**src/rtl/assert_macros.svh**
```systemverilog
// Assertion macros used by the top level of the relaxation engine.
`ifndef ASSERT_MACROS_SVH
`define ASSERT_MACROS_SVH

// Property checked on every clk edge outside reset.
`define ASSERT_CLK(label, prop, msg) \
  label: assert property (@(posedge clk) disable iff (rst) prop) else $error(msg);

// Condition that must never hold outside reset.
`define ASSERT_NEVER(label, cond, msg) \
  label: assert property (@(posedge clk) disable iff (rst) !(cond)) else $error(msg);

`endif

```
**src/rtl/lpre_ram.sv**
```systemverilog
// Generic single-port-write, single-port-read RAM with registered read data.
module lpre_ram #(
  parameter int W     = 8,
  parameter int DEPTH = 64,
  localparam int AW   = (DEPTH > 1) ? $clog2(DEPTH) : 1
) (
  input  logic          clk,
  input  logic          we,
  input  logic [AW-1:0] waddr,
  input  logic [W-1:0]  wdata,
  input  logic          re,
  input  logic [AW-1:0] raddr,
  output logic [W-1:0]  rdata
);

  logic [W-1:0] mem [DEPTH];

  always_ff @(posedge clk) begin
    if (we) begin
      mem[waddr] <= wdata;
    end
    if (re) begin
      rdata <= mem[raddr];
    end
  end

endmodule

```
**config.mk**
```make
export PLATFORM = sky130hd
export DESIGN_NAME = lpre_ram
export DESIGN_NICKNAME = d
export VERILOG_FILES = /design/src/rtl/assert_macros.svh /design/src/rtl/lpre_ram.sv
export SDC_FILE = /design/constraint.sdc
export NUM_CORES = 1
export LEC_CHECK = 0
export BUFFER_PORTS_ARGS = -buffer_cell sky130_fd_sc_hd__buf_2
export CORE_ASPECT_RATIO = 0.75
export CORE_UTILIZATION = 55
export DETAILED_ROUTE_END_ITERATION = 16
export HOLD_SLACK_MARGIN = 0.06
export PLACE_DENSITY = 0.72
export SETUP_SLACK_MARGIN = 0.1
export SLEW_MARGIN = 5
export SYNTH_ARGS = -nofsm -noshare
export SYNTH_HDL_FRONTEND = slang
export SYNTH_SLANG_ARGS = --single-unit
```
**constraint.sdc**
```tcl
create_clock -name clk -period 3.9 [get_ports clk]
set_input_delay 0.195 -clock clk [delete_from_list [all_inputs] [get_ports clk]]
set_output_delay 0.195 -clock clk [all_outputs]
set_load 0.1 [all_outputs]
```
==> flow_metrics.py <==
metrics = {
    "global_route": {
        "grt_pass1_wl_um": 64700,
        "gr-total-overflow": 0,
        "grt_pass1_vias": 9650,
        "grt_use_total_pct": 24.2,
        "grt_max_degree": 65,
        "antenna_found_initial": 1,
    },
    "final_layout": {
        "final_area_um2": 22400,
        "drive_gt1_share_pct": 24.8,
        "nets": 1017,
        "area_growth_pct": 10.8,
    },
    "logic_synthesis": {
        "synth-xor-area-share_pct": 0,
        "synth_seq_cells": 520,
        "syn_nets": 963,
        "synth_edf_count": 520,
        "synth_area_per_cell_um2": 21.5,
        "synth_top_cell_area_share_pct": 77.1,
        "ys_top_cells_by_area": "edfxtp_1 77%, mux4_2 14%, nor2_1 1.5%",
        "ys_warn_count": 0,
        "synthCells": 940,
        "synthAdderAreaFrac_pct": 0,
        "synth_cell_types": 39,
        "ys_seq_area_share_pct": 77.1,
        "syn_area_um2": 20200,
        "async_flop_share_pct": 0,
        "synth_top_family_by_area": "multiplexers",
        "synth_mux_area_share_pct": 15.9,
        "synthFlopType": "edfxtp_1",
        "synth_top_area_cell": "edfxtp_1",
        "synthSimpleGateAreaFrac_pct": 3.37,
        "synth-compound-area-share_pct": 2.06,
    },
    "sta": {
        "period_needed_ns": 2.35,
        "drv_slew": 0,
        "tightest_slew_ns": 1.24,
        "final.setup_skew_ns": 0.0223,
        "hold_viol_final": 0,
        "fin_setup_tns_ns": 0,
        "setup_viol": 0,
        "period_share_pct": 60.3,
        "clock.fmax_mhz": 425,
        "slew-limit-headroom_pct": 17.3,
        "grt_setup_unrepaired": "no",
    },
    "clock_network": {
        "cts_tree": "yes",
        "h-tree-depth": 2,
        "cts.sinks": 520,
        "clk_latency_ns": 0.58,
        "clk_path_buf_depth": 3,
        "cts_made_buffers": 47,
        "cts.clk_slew.worst_paths_ns": 0.06,
        "cts_setup_buffers": 0,
        "cts_root_buf": "clkbuf_16",
    },
    "detailed_routing": {
        "vias": 9636,
        "routed_wl_um": 44000,
        "drtAntennaViolNets": 0,
        "wl_per_cell_um": 29.5,
        "wl_met3_um": 3970,
        "drt_iter0_markers": 1295,
        "route.met2.wl_um": 20000,
        "highest_layer": "met4",
        "drt-met1-wl_um": 19300,
        "firstDrtPassIters": 5,
        "drc_errors": 0,
        "viasPerCell": 6.45,
    },
    "floorplanning": {
        "rows": 60,
        "die_h_um": 168,
        "placeableCoreArea_um2": 36000,
        "initial_utilization_pct": 56.2,
        "num_io_pins": 31,
        "dieWidth_um": 224,
        "die_area_um2": 37600,
    },
    "power": {
        "cellPowerDensity_nw_per_um2": 507,
        "p_leak_nw": 6.96,
        "netSwitchingFraction_pct": 20.9,
        "combPwrFrac_pct": 5.5,
        "power_frac_seq_pct": 54.7,
        "ir_worst_vdd_mv": 0.399,
        "power_switching_mw": 2.38,
        "p_int_mw": 8.99,
        "clkPwrFrac_pct": 39.8,
    },
    "setup_path": {
        "worst_setup_path_end_kind": "register",
        "worstPathRequired_ns": 4.07,
        "critPathMaxFanout": 10,
        "worst-r2r-cell-count": 4,
        "r2r_end": "rdata[3]",
        "reg2reg_from": "mem[48][3]",
        "cp.arrival_ns": 2.53,
        "rrSetupSlack_ns": 1.82,
        "crit_type": "in -> reg",
        "worstSetupStartpointType": "input pin",
    },
    "min_path": {
        "worst_hold_path_type": "in -> reg",
        "hold_start": "wdata[2]",
        "holdPathEnd": "mem[14][2]",
        "min_path_cells": 1,
    },
    "placement": {
        "dp_hpwl_um": 26800,
        "gp_congestion": 0.852,
        "io_buffers": 30,
        "placed_area_um2": 20900,
    },
    "status": {
        "status": "finished, final reports clean",
    },
    "run": {
        "maxCapViolations": 0,
    },
}
## stage by stage
| stage | utilization, % | cells | hold WS (ns) | setup WS (ns) | power, mW |
|---|---|---|---|---|---|
| finish | 62.2 | 1493 | 0.0874 | 1.55 | 11.4 |
| global route | 62.2 | 1492 | 0.0835 | 1.44 | 11.7 |
| CTS | 62.2 | 1492 | 0.0638 | 1.58 | 11.4 |
| detailed placement | 58.0 | 1406 | 0.587 | 1.15 | 6.96 |
| global placement | 58.0 | 1406 | 0.591 | 1.21 | 6.94 |
| floorplan | - | 940 | 0.294 | 1.90 | 6.71 |
## critical path: stages
cell           delay [ns]
dlygate4sd3_1        0.52
buf_2                0.20
nor2b_1              0.20
nand3_1              0.53
nor2_1               0.88
## Yosys cell counts, types with 6 or more instances
| library cell | n |
|---|---|
| nor3_1 | 7 |
| mux4_2 | 126 |
| o22ai_1 | 8 |
| edfxtp_1 | 520 |
| nor2b_1 | 14 |
| buf_4 | 13 |
| nor2_1 | 83 |
| a221oi_1 | 6 |
| nand2b_1 | 7 |
| mux2i_1 | 23 |
| buf_2 | 11 |
| o221ai_1 | 8 |
| nand2_1 | 19 |
| nand3_1 | 13 |
| clkbuf_1 | 17 |
| mux2_2 | 13 |
## worst max path at each step
stage               cells past startpoint    endpoint  slack, ns      from
finish                                  5  mem[43][6]       1.55  waddr[1]
floorplan                               7    rdata[3]       1.90  raddr[1]
global placement                        8    rdata[5]       1.21  raddr[0]
CTS                                     5  mem[43][3]       1.58  waddr[1]
detailed placement                      6    rdata[5]       1.15  raddr[0]
global route                            5  mem[11][2]       1.44  waddr[1]
## metal layers
| metal | vias to the layer above | global-route usage (%) |
|---|---|---|
| met2 | 440 | 35.0 |
| met4 | 0 | 5.63 |
| li1 | 4039 | - |
| met5 | - | 0 |
| met1 | 5090 | 37.2 |
| met3 | 67 | 6.37 |
## logic make-up after synthesis
family	count (synthesis)
buf+inv	51
mux	162
simple gates	153
compound gates	54
flops	520
## power by group through the flow
stage / Clock, mW / Combinational, mW / Sequential (mW)
global route: 4.78 / 0.660 / 6.21
floorplan: 0 / 0.330 / 6.38
detailed placement: 0 / 0.621 / 6.33
global placement: 0 / 0.610 / 6.33
finish: 4.53 / 0.625 / 6.21
CTS: 4.58 / 0.626 / 6.22
## registers in the layout (all words and copies together) (netlist names)
| name | cells |
|---|---|
| rdata | 8 |
| mem | 512 |
## repair_timing
item | CTS | global route
hold buffers | 4 | 0
hold endpoints to repair | 13 | 0
gates resized for setup | 0 | 0
## layout by cell type (no fill, tap or decap), types with 5 or more instances in the layout
cell type	n
edfxtp_1	520
mux4_2	126
nor2_1	83
clkbuf_16	48
buf_2	27
mux2i_1	23
buf_4	20
nand2_1	19
nor2b_1	14
mux2_2	13
nand3_1	13
clkinv_1	11
clkbuf_1	9
o221ai_1	8
o22ai_1	8
nand2b_1	7
nor3_1	7
a221oi_1	6
bufinv_16	5
clkinv_2	5
## cell type report
| type | instances | area [um2] |
|---|---|---|
| Tap cell | 465 | 582 |
| Clock buffer | 57 | 1230 |
| Timing Repair Buffer | 56 | 419 |
| Multi-Input combinational cell | 369 | 4320 |
| Sequential cell | 520 | 15600 |
| Antenna cell | 1 | 2.50 |
| Fill cell | 2455 | 13600 |
| Clock inverter | 25 | 258 |
Note: power is estimated with default switching activity, not from simulation.
